[config.mk]
export PLATFORM = sky130hd
export DESIGN_NAME = byte_substring_search_top
export DESIGN_NICKNAME = d
export VERILOG_FILES = /design/src/hw/rtl/bss_pkg.sv /design/src/hw/rtl/byte_substring_search_top.sv
export SDC_FILE = /design/constraint.sdc
export NUM_CORES = 1
export LEC_CHECK = 0
export ABC_AREA = 1
export BUFFER_PORTS_ARGS = -buffer_cell sky130_fd_sc_hd__buf_4
export CAP_MARGIN = 30
export CELL_PAD_IN_SITES_DETAIL_PLACEMENT = 1
export CELL_PAD_IN_SITES_GLOBAL_PLACEMENT = 1
export CORE_AREA = 10 10 234 236
export CTS_BUF_LIST = sky130_fd_sc_hd__clkbuf_8
export DETAILED_ROUTE_END_ITERATION = 6
export DIE_AREA = 0 0 244 246
export MAX_ROUTING_LAYER = met4
export PLACE_DENSITY_LB_ADDON = 0.1
export SLEW_MARGIN = 15
export SYNTH_ARGS = -nofsm -noshare
export SYNTH_HDL_FRONTEND = slang
export SYNTH_SLANG_ARGS = --single-unit
[constraint.sdc]
create_clock -name clock -period 69.1 [get_ports clock]
set_input_delay 10.365 -clock clock [delete_from_list [all_inputs] [get_ports clock]]
set_output_delay 10.365 -clock clock [all_outputs]
set_load 0.01 [all_outputs]
[src/hw/rtl/bss_pkg.sv]
// ----------------------------------------------------------------------------
// bss_pkg
// Types and constants shared by the byte substring search block: transaction
// payload structs, function codes and position limits.
// ----------------------------------------------------------------------------
package bss_pkg;

   localparam int POS_WIDTH = 31;
   localparam int POS_OUT_WIDTH = 32;

   localparam logic [POS_WIDTH-1:0] POS_MAX = {POS_WIDTH{1'b1}};
   localparam logic [POS_WIDTH-1:0] POS_ONE = POS_WIDTH'(1);
   localparam logic [POS_WIDTH-1:0] START_RESET = POS_WIDTH'(1);
   localparam logic signed [POS_OUT_WIDTH-1:0] POS_NONE = '1;

   localparam logic [1:0] FUNC_PATTERN = 2'd0;
   localparam logic [1:0] FUNC_TEXT = 2'd1;
   localparam logic [1:0] FUNC_END = 2'd2;

   typedef struct packed {
      logic [1:0] func;
      logic [7:0] data_byte;
   } req_payload_type;

   typedef struct packed {
      logic found;
      logic signed [POS_OUT_WIDTH-1:0] match_position;
      logic pattern_overflow;
   } rsp_payload_type;

endpackage

[src/hw/rtl/byte_substring_search_top.sv]
// ----------------------------------------------------------------------------
// byte_substring_search_top
// First-occurrence search of a byte pattern in a streamed byte text.
// ----------------------------------------------------------------------------
// Pattern bytes are loaded first, then text bytes stream in, then an end
// transaction returns one result: the 1-based position of the first match at
// or after csr_data's start position, or -1. A new request is accepted each
// cycle while the result register is free or being drained. The pattern and
// the last MAX_PATTERN text bytes sit in two shift registers, so each text
// byte is checked against the whole pattern in the cycle it is accepted. The
// end transaction's result appears on the next cycle and clears the search;
// start_position is kept.
module byte_substring_search_top #(
   parameter int MAX_PATTERN = 32
) (
   input  logic                            clock,
   input  logic                            reset,
   input  logic                            req_valid,
   output logic                            req_ready,
   input  bss_pkg::req_payload_type        req_data,
   output logic                            rsp_valid,
   input  logic                            rsp_ready,
   output bss_pkg::rsp_payload_type        rsp_data,
   input  logic                            csr_valid,
   output logic                            csr_ready,
   input  logic [bss_pkg::POS_WIDTH-1:0]   csr_data
);
   import bss_pkg::*;

   localparam int LEN_W = $clog2(MAX_PATTERN + 1);

   logic [7:0]           pattern_ff [MAX_PATTERN];
   logic [7:0]           pattern_in [MAX_PATTERN];
   logic [7:0]           window_ff [MAX_PATTERN];
   logic [7:0]           window_in [MAX_PATTERN];
   logic [7:0]           window_shift [MAX_PATTERN];
   logic [MAX_PATTERN-1:0] hit_vec;
   logic [LEN_W-1:0]     len_ff, len_in;
   logic                 overflow_ff, overflow_in;
   logic [POS_WIDTH-1:0] count_ff, count_in;
   logic                 seen_ff, seen_in;
   logic [POS_WIDTH-1:0] first_ff, first_in;
   logic [POS_WIDTH-1:0] start_ff, start_in;
   logic                 rsp_valid_ff, rsp_valid_in;
   rsp_payload_type      rsp_data_ff, rsp_data_in;
   logic                 req_fire;
   logic                 all_match;
   logic [POS_WIDTH-1:0] count_inc;
   logic [POS_WIDTH-1:0] pos;
   logic [POS_WIDTH-1:0] start_eff;
   logic                 hit;

   assign req_ready = !rsp_valid_ff || rsp_ready;
   assign csr_ready = 1'b1;
   assign rsp_valid = rsp_valid_ff;
   assign rsp_data = rsp_data_ff;
   assign req_fire = req_valid && req_ready;

   always_comb begin
      window_shift[0] = req_data.data_byte;
      for (int j = 1; j < MAX_PATTERN; j++) begin
         window_shift[j] = window_ff[j-1];
      end
      for (int j = 0; j < MAX_PATTERN; j++) begin
         hit_vec[j] = (LEN_W'(j) >= len_ff) || (pattern_ff[j] == window_shift[j]);
      end
      all_match = &hit_vec;
      count_inc = count_ff + POS_ONE;
      pos = count_inc - POS_WIDTH'(len_ff) + POS_ONE;
      start_eff = (start_ff <= POS_ONE) ? POS_ONE : start_ff;
      hit = seen_ff && !overflow_ff;
   end

   always_comb begin
      pattern_in = pattern_ff;
      window_in = window_ff;
      len_in = len_ff;
      overflow_in = overflow_ff;
      count_in = count_ff;
      seen_in = seen_ff;
      first_in = first_ff;
      start_in = csr_valid ? csr_data : start_ff;
      rsp_data_in = rsp_data_ff;
      rsp_valid_in = rsp_ready ? 1'b0 : rsp_valid_ff;
      if (req_fire) begin
         unique case (req_data.func)
            FUNC_PATTERN: begin
               if (len_ff < LEN_W'(MAX_PATTERN)) begin
                  pattern_in[0] = req_data.data_byte;
                  for (int j = 1; j < MAX_PATTERN; j++) begin
                     pattern_in[j] = pattern_ff[j-1];
                  end
                  len_in = len_ff + LEN_W'(1);
               end else begin
                  overflow_in = 1'b1;
               end
            end
            FUNC_TEXT: begin
               if (count_ff != POS_MAX) begin
                  window_in = window_shift;
                  count_in = count_inc;
                  if (!seen_ff && !overflow_ff && (len_ff != '0) &&
                      (count_inc >= POS_WIDTH'(len_ff)) && (pos >= start_eff) &&
                      all_match) begin
                     seen_in = 1'b1;
                     first_in = pos;
                  end
               end
            end
            FUNC_END: begin
               rsp_valid_in = 1'b1;
               rsp_data_in.found = hit;
               rsp_data_in.match_position = hit ? {1'b0, first_ff} : POS_NONE;
               rsp_data_in.pattern_overflow = overflow_ff;
               len_in = '0;
               overflow_in = 1'b0;
               count_in = '0;
               seen_in = 1'b0;
               first_in = '0;
            end
            default: begin
            end
         endcase
      end
   end

   always_ff @(posedge clock) begin
      if (reset) begin
         len_ff <= '0;
         overflow_ff <= 1'b0;
         count_ff <= '0;
         seen_ff <= 1'b0;
         start_ff <= START_RESET;
         rsp_valid_ff <= 1'b0;
      end else begin
         len_ff <= len_in;
         overflow_ff <= overflow_in;
         count_ff <= count_in;
         seen_ff <= seen_in;
         start_ff <= start_in;
         rsp_valid_ff <= rsp_valid_in;
      end
   end

   always_ff @(posedge clock) begin
      pattern_ff <= pattern_in;
      window_ff <= window_in;
      first_ff <= first_in;
      rsp_data_ff <= rsp_data_in;
   end

   // end transaction always yields a result on the next cycle
   assert property (@(posedge clock) disable iff (reset)
      req_fire && (req_data.func == FUNC_END) |=> rsp_valid)
      else $error("end transaction produced no result");

   assert property (@(posedge clock) disable iff (reset)
      rsp_valid && rsp_data.found |->
         !rsp_data.pattern_overflow && !rsp_data.match_position[POS_OUT_WIDTH-1] &&
         (rsp_data.match_position != '0))
      else $error("found result with bad position or overflow");

   assert property (@(posedge clock) disable iff (reset)
      len_ff <= LEN_W'(MAX_PATTERN))
      else $error("pattern length beyond store depth");

   assert property (@(posedge clock) disable iff (reset)
      seen_ff |-> (first_ff != '0) && (first_ff <= count_ff))
      else $error("kept match position outside text seen so far");

endmodule

# Word-level counts from Yosys, hierarchy flattened
# Cells that the tools add are included.
[word_totals]
n_memories = 0
mem_bits_ro = 0
word_cells = 225
ram_bits = 0
latchBits = 0
ff_bits = 640
[op_classes]
eq_ne = 39
n_lt_le_gt_ge = 36
shift = 0
n_div = 0
n_mux = 17
n_mul = 0
n_reduce_logical = 55
n_bitwise = 0
addsub = 4
[ops]
columns = ["operator", "n"]
rows = [
  ["$eq A8 B8 Y1", 32],
  ["$mux W31", 4],
  ["$pmux W31 S2", 2],
  ["$ge A5 B6 Y1 const A", 16],
  ["$add A31 B1 Y31 const B", 2],
  ["$ge A4 B6 Y1 const A", 8],
  ["$logic_or A1 B1 Y1", 33],
  ["$mux W32", 1],
  ["$reduce_and A32 Y1", 1],
  ["$ge A31 B31 Y1", 1],
  ["$ge A31 B6 Y1", 1],
  ["$le A31 B1 Y1 const B", 1],
  ["$ne A31 B31 Y1 const B", 1],
  ["$sub A31 B6 Y31", 1],
  ["$ge A3 B6 Y1 const A", 4],
  ["$reduce_and A3 Y1", 5],
  ["$ge A1 B6 Y1 const A", 2],
  ["$ge A2 B6 Y1 const A", 2],
  ["$pmux W6 S2", 1],
  ["$ne A2 B2 Y1 const B", 4],
  ["$logic_and A1 B1 Y1", 7],
  ["$add A6 B1 Y6 const B", 1],
  ["$lt A6 B6 Y1 const B", 1],
  ["$mux W1", 6],
  ["other kinds (10)", 14],
]

# Longest topological paths before layout
# Gate-level depths: netlist (run 1).
[logic_depth]
depth_word = 9
ltp_mapped = 36

# Least setup slack after synthesis (run 1)
# No wires, ideal clock.
[synth_path]
path_type = "input -> register"
from = "input port rsp_ready"
to = "register pattern_ff[0] (netlist name), enable pin"
t_arrival_ns = 27.917
t_required_ns = 67.912
stages = 4
path_slack_ns = 39.995
cell_sequence = "inv_1 > nand2_1 > nand2_1 > nor3_1"
[synth_between]
elab_chain_cells = 3
[synth_rtl]
columns = ["element", "line", "rtl"]
rows = [
  ["start, declared", "byte_substring_search_top.sv:22", "input logic rsp_ready,"],
  ["$logic_or A1 B1 Y1", "byte_substring_search_top.sv:53", "assign req_ready = !rsp_valid_ff || rsp_ready;"],
  ["via req_ready", "byte_substring_search_top.sv:19", "output logic req_ready,"],
  ["$logic_and A1 B1 Y1", "byte_substring_search_top.sv:57", "assign req_fire = req_valid && req_ready;"],
  ["$reduce_and A3 Y1 (no line)", "n/a", ""],
  ["end signal, assigned", "byte_substring_search_top.sv:146", "pattern_ff <= pattern_in;"],
  ["end, declared", "byte_substring_search_top.sv:32", "logic [7:0] pattern_ff [MAX_PATTERN];"],
]
# The timed path passes the listed nets, and every way through them passes these cells.
# A chain may end at the register's enable or synchronous reset.

# Final worst setup path (run 1)
[layout_path]
from = "input port rsp_ready"
to = "output port req_ready"
[layout_between]
elab_chain_cells = 1
[layout_rtl]
columns = ["element", "line"]
rows = [
  ["$logic_or A1 B1 Y1", "byte_substring_search_top.sv:53"],
  ["end, declared", "byte_substring_search_top.sv:19"],
]
# No other way between the ends.

==> results of run 1 <==
## cell usage in the layout, fill, tap and decap left out, drive strengths merged
master  synthesis  routed
a211oi          7       7
a21boi          1       1
a21o            3       3
a21oi         106     106
a221oi          1       1
a22oi           4       4
a31oi           2       2
a41o            1       1
and2            2       2
buf             6      93
clkbuf         23     106
clkinv          3      30
conb            1       1
dfxtp          71      71
diode           0       2
edfxtp        569     569
fa              2       2
ha             89      89
inv           294     345
nand2         526     526
nand3          79      79
nand3b          7       7
nand4          41      41
nor2          219     219
nor3           27      27
nor4           10      10
nor4b           1       1
o211ai          4       4
o21a            3       3
o21ai          65      65
o21bai          5       5
o22ai           3       3
o31ai           2       2
or2            44      44
xnor2         185     185
xor2           54      54
## sequential cells by signal, summed over array words and instances (netlist names)
signal / flops
pattern_ff: 256
first_ff: 31
count_ff: 31
rsp_data: 34
overflow_ff: 1
len_ff: 6
window_ff: 248
seen_ff: 1
start_ff: 31
rsp_valid: 1
## path summary, 6_finish.rpt
kind / startpoint / endpoint / cells after the start
min reg2reg: window_ff[74] / window_ff[66] / 0
min: window_ff[74] / window_ff[66] / 0
max: rsp_ready / req_ready / 4
max reg2reg: count_ff[0] / first_ff[28] / 30
## cell type report
type                            instances  share of cell area
Clock inverter                         78              0.0102
Sequential cell                       640               0.585
Multi-Input combinational cell       1494               0.272
Clock buffer                          106              0.0461
Antenna cell                            2            0.000158
Tap cell                              672              0.0266
Inverter                              297              0.0352
Timing Repair Buffer                   93              0.0251
## metrics by stage
stage	power (W)	setup slack [ns]	std cells	hold slack, ns
floorplan	0.000503	40.00	2460	0.426
global placement	0.000522	47.98	3192	0.429
detailed placement	0.000529	47.96	3194	0.441
CTS	0.000815	47.96	3378	0.444
global route	0.000845	47.91	3382	0.459
finish	0.000809	47.96	3382	0.454
## per-layer routing
metal	vias to the layer above	track usage	wire length [microns]
li1	8597	-	-
met1	8941	0.270	27300
met2	367	0.412	35900
met3	136	0.0403	2630
met4	0	0.0809	1990
met5	-	-	0
## where the power goes
group	leakage (nW)	switching (W)	total, W	internal (W)
clock network	1.10	0.000144	0.000286	0.000141
logic	5.50	0.0000541	0.0000821	0.0000280
registers	5.76	0.00000717	0.000441	0.000434
## cells by family (layout without fill, tap and decap cells)
logic type | Yosys count | count (layout) | synth area share
and+or+nand+nor | 956 | 956 | 0.148
DFF | 640 | 640 | 0.653
buffers and inverters | 326 | 574 | 0.0439
xor gates and xnor gates | 239 | 239 | 0.0741
AOI/OAI and AO/OA | 207 | 207 | 0.0401
adders and majority gates | 91 | 91 | 0.0407
other | 1 | 3 | 0.000132
==> reports/qor.txt, run 1 <==
die area: 0.0600 sq mm
dominant cell type by area after synthesis: edfxtp_1
CTS root buffer: clkbuf_8
R2R setup slack: 62.64 ns
Final Util: 0.635
required time of the critical path: 58.74 ns
cell count after synthesis: 2,460
number of flops mapped to enable cells by yosys: 569
post-synthesis cell area: 0.0283 sq mm
Via density: 5.33
syn avg cell area: 11.5 sq um
core area: 0.0499 sq mm
Clock Path Buffers: 3
Clock Pin Slew Worst Setup and Hold Paths: 0.06 ns
initial antenna violation count: 2
input/output buffers: 81
slowest CP cell: buf_4
Critical Path Fanout Max: 4
Clock Sinks: 640
RSZ-0062 raised after global routing: false
VDD IR max: 0.0182 mV
minimum clock period: 21.14 ns
count leader, synth: edfxtp_1
top cells by area, synth: edfxtp_1 (60%), nand2_1 (6.7%), xnor2_1 (5.7%)
cell row count: 82
GRT overflow: 0
Starting Density: 0.568
top cell type's share of synthesized area: 0.603
drt pass-1 iters: 5
Max Cap Violations: 0
Worst Tran Pin Value: 1.04 ns
CTS tree: yes
placed inst area: 0.0298 sq mm
largest stage delay on the critical path: 0.16 ns
Avg WL per Cell: 20.1 microns
final hold violation count: 0
# setup viols final: 0
Synth top cells by count: edfxtp_1 (569), nand2_1 (504), inv_1 (284)
Tot GR Track Use: 0.235
Final HPWL DP: 49.3 mm
pwr dens: 25.6 mW/mm^2
Via Count: 18,041
worst hold path class: reg2reg
CP top delay family: buffers and inverters
chip width: 244 microns
crit path kind: in2out
Clock Latency Late Sink: 0.69 ns
# DRC: 0
final instance area: 0.0317 sq mm
Max Freq: 0.0473 GHz
post-CTS sizing: 0
share of layout cells above drive strength 1: 0.115
total negative slack: 0 ns
post-CTS setup buffer count: 0
CP bufs+invs: 3
leakage: 12.4 nW
Startpoint Class: primary input
Slew Limit Fails: 0
worst relative slew slack: 0.307
Worst setup EP type: primary output
status: complete, no violations
Syn Nets: 2,597
IO Count: 83
Layout Skew: 0.0396 ns
first-pass GRT wire length: 107 mm
Final period util: 0.306
Routed WL: 67.8 mm
Synth cell types: 49
First DRT Iteration DRCs: 1,054
largest net degree at the start of global routing: 174
FF+latch area: 0.0185 sq mm
Post-DRT Antenna Nets: 0
filler instances: 5,205
#FFs+latches synth: 640
Ys Warns: 0
Seq/Total Area, Yosys: 0.653
synthesis-to-layout area growth: 11.7%
number of global-route vias before repair: 19,927
cts hold-fix bufs: 0
Primary FF master, synth: edfxtp_1
RePlAce Congestion: 0.879
H-tree levels: 3
async set-reset flop share out of synthesis: 0
CP Cell Sequence: buf_4 -> inv_1 -> nand2_1 -> buf_4
most frequent CP cell: buf_4
Final nets: 2,765
Die Height: 246 microns
Arrival @ worst endpoint: 10.77 ns
multi-input logic area: 0.00861 sq mm
CTS Buf Count: 102
(Power assumes the default switching activity.)
==> inputs of run 2 (changes only) <==
- CORE_AREA: 10 10 234 236 -> 10 10 243 245
- DIE_AREA: 0 0 244 246 -> 0 0 253 255
- clock period: 69.1 -> 20.8 ns (I/O delays scaled with it)
==> reports/qor.txt, run 2 (synthesis results as in run 1) <==
drt pass-1 iters: 5 (unchanged)
First DRT Iteration DRCs: 1,073 (+1.8%)
termination of the worst setup path: req_ready
total negative slack: 0 ns (unchanged)
die area: 0.0645 sq mm (+7.5%)
CTS root buffer: clkbuf_8
worst reg2reg path endpoint: first_ff[23]
worst hold path class: reg2reg
post-CTS sizing: 0 (unchanged)
post-CTS setup buffer count: 0 (unchanged)
Worst R2R Path Depth: 28 (-6.7%)
commonest non-fill, non-tap cells in the layout: edfxtp_1 (569), nand2_1 (504), inv_1 (318)
Final period util: 0.323
VDD IR max: 0.0591 mV (+220%)
Clock Path Buffers: 3 (unchanged)
initial antenna violation count: 1 (-1)
Worst Tran Pin Value: 1.16 ns (+0.118 ns)
first-pass GRT wire length: 104 mm (-3.0%)
Critical path origin: rsp_ready
share of layout cells above drive strength 1: 0.119 (+0.00421)
status: complete, no violations
Final nets: 2,764 (-0.036%)
cts hold-fix bufs: 0 (unchanged)
synthesis-to-layout area growth: 12.7%
Startpoint Class: primary input
Via Count: 17,872 (-0.94%)
number of global-route vias before repair: 19,136 (-4.0%)
input/output buffers: 81 (unchanged)
# DRC: 0 (unchanged)
Via density: 5.23 (-2.0%)
max FFs per register: 256 (unchanged)
CTS tree: yes
Routed WL: 67.0 mm (-1.2%)
core area: 0.0544 sq mm (+9.2%)
Clock Latency Late Sink: 0.71 ns (+0.02 ns)
Layout Skew: 0.0429 ns (+0.00326 ns)
worst r2r src: count_ff[0]
Hold Slack: 0.439 ns (-0.0156 ns)
RSZ-0062 raised after global routing: false
CTS Buf Count: 103 (+0.98%)
worst relative slew slack: 0.229 (-0.0787)
Worst setup EP type: primary output
Max Freq: 0.149 GHz
pwr dens: 87.8 mW/mm^2 (+240%)
Slew Limit Fails: 0 (unchanged)
RePlAce Congestion: 0.884 (+0.64%)
# setup viols final: 0 (unchanged)
required time of the critical path: 17.68 ns (-41.06 ns)
Starting Density: 0.520 (-0.0478)
minimum clock period: 6.72 ns
Clock Pin Slew Worst Setup and Hold Paths: 0.06 ns (about the same)
Arrival @ worst endpoint: 3.60 ns (-7.17 ns)
IO Count: 83 (unchanged)
Final HPWL DP: 48.3 mm (-2.0%)
leakage: 12.4 nW (+0.34%)
GRT overflow: 0 (unchanged)
Post-DRT Antenna Nets: 0 (unchanged)
largest net degree at the start of global routing: 193 (+11%)
chip width: 253 microns (+3.7%)
cell row count: 86 (+4.9%)
Clock Sinks: 640 (unchanged)
most common cell after layout, fill and taps aside: edfxtp_1
Avg WL per Cell: 19.6 microns (-2.3%)
R2R setup slack: 14.71 ns (-47.93 ns)
crit path kind: in2out
Die Height: 255 microns (+3.7%)
Tot GR Track Use: 0.214 (-0.0213)
Max Cap Violations: 0 (unchanged)
Critical Path Fanout Max: 4 (unchanged)
Reg with most FFs: pattern_ff
H-tree levels: 3 (unchanged)
final hold violation count: 0 (unchanged)
## run 2: cell types whose count changed in the layout (fill, tap and decap cells not counted), moves of 2 or more
cell,previous run,this run
clkbuf_8,106,109
clkinvlp_4,0,2
clkinv_1,20,29
buf_16,3,1
bufinv_16,0,7
inv_1,334,318
inv_12,0,2
## run 2: worst min path at each step
stage                               start         endpoint  slack (ns)  depth (start not counted)
after global routing       window_ff[117]   window_ff[109]        0.46                          0
after CTS                 pattern_ff[250]  pattern_ff[242]        0.45                          0
after detailed placement   window_ff[117]   window_ff[109]        0.44                          0
after floorplan           pattern_ff[182]  pattern_ff[174]        0.43                          0
final                     pattern_ff[250]  pattern_ff[242]        0.44                          0
after global placement      window_ff[74]    window_ff[66]        0.43                          0
## run 2: stage by stage
step | std cells | power, W | utilization | area [sq um] | setup slack (ns)
CTS | 3417 | 0.00284 | 0.586 | 31900 | 14.09
global route | 3418 | 0.00293 | 0.586 | 31900 | 14.04
finish | 3418 | 0.00280 | 0.586 | 31900 | 14.08
detailed placement | 3226 | 0.00175 | 0.548 | 29900 | 14.09
global placement | 3224 | 0.00174 | 0.548 | 29800 | 13.96
floorplan | 2460 | 0.00167 | - | 28300 | 6.79
## run 2: per-layer routing
metal	vias up	wire, microns	global-route usage
met5	-	0	-
met1	8819	27800	0.246
met3	107	2560	0.0327
met2	334	34900	0.375
li1	8612	-	-
met4	0	1750	0.0766
## run 2: area by class of cell
| class | instances | area (sq um) |
|---|---|---|
| Timing Repair Buffer | 91 | 741 |
| Clock buffer | 109 | 1500 |
| Clock inverter | 82 | 564 |
| Inverter | 297 | 1110 |
| Sequential cell | 640 | 18500 |
| Multi-Input combinational cell | 1494 | 8620 |
| Fill cell | 5716 | 22500 |
| Tap cell | 704 | 881 |
| Antenna cell | 1 | 2.50 |
## run 2: worst max-delay path, stage by stage
cell and delay, ns:
buf_4 0.10, inv_1 0.04, nand2_1 0.14, buf_4 0.19
## run 2: where the power goes
group / switching [W] / total [W] / internal, W
clock network: 0.000497 / 0.00107 / 0.000576
registers: 0.0000230 / 0.00146 / 0.00144
logic: 0.000173 / 0.000265 / 0.0000919
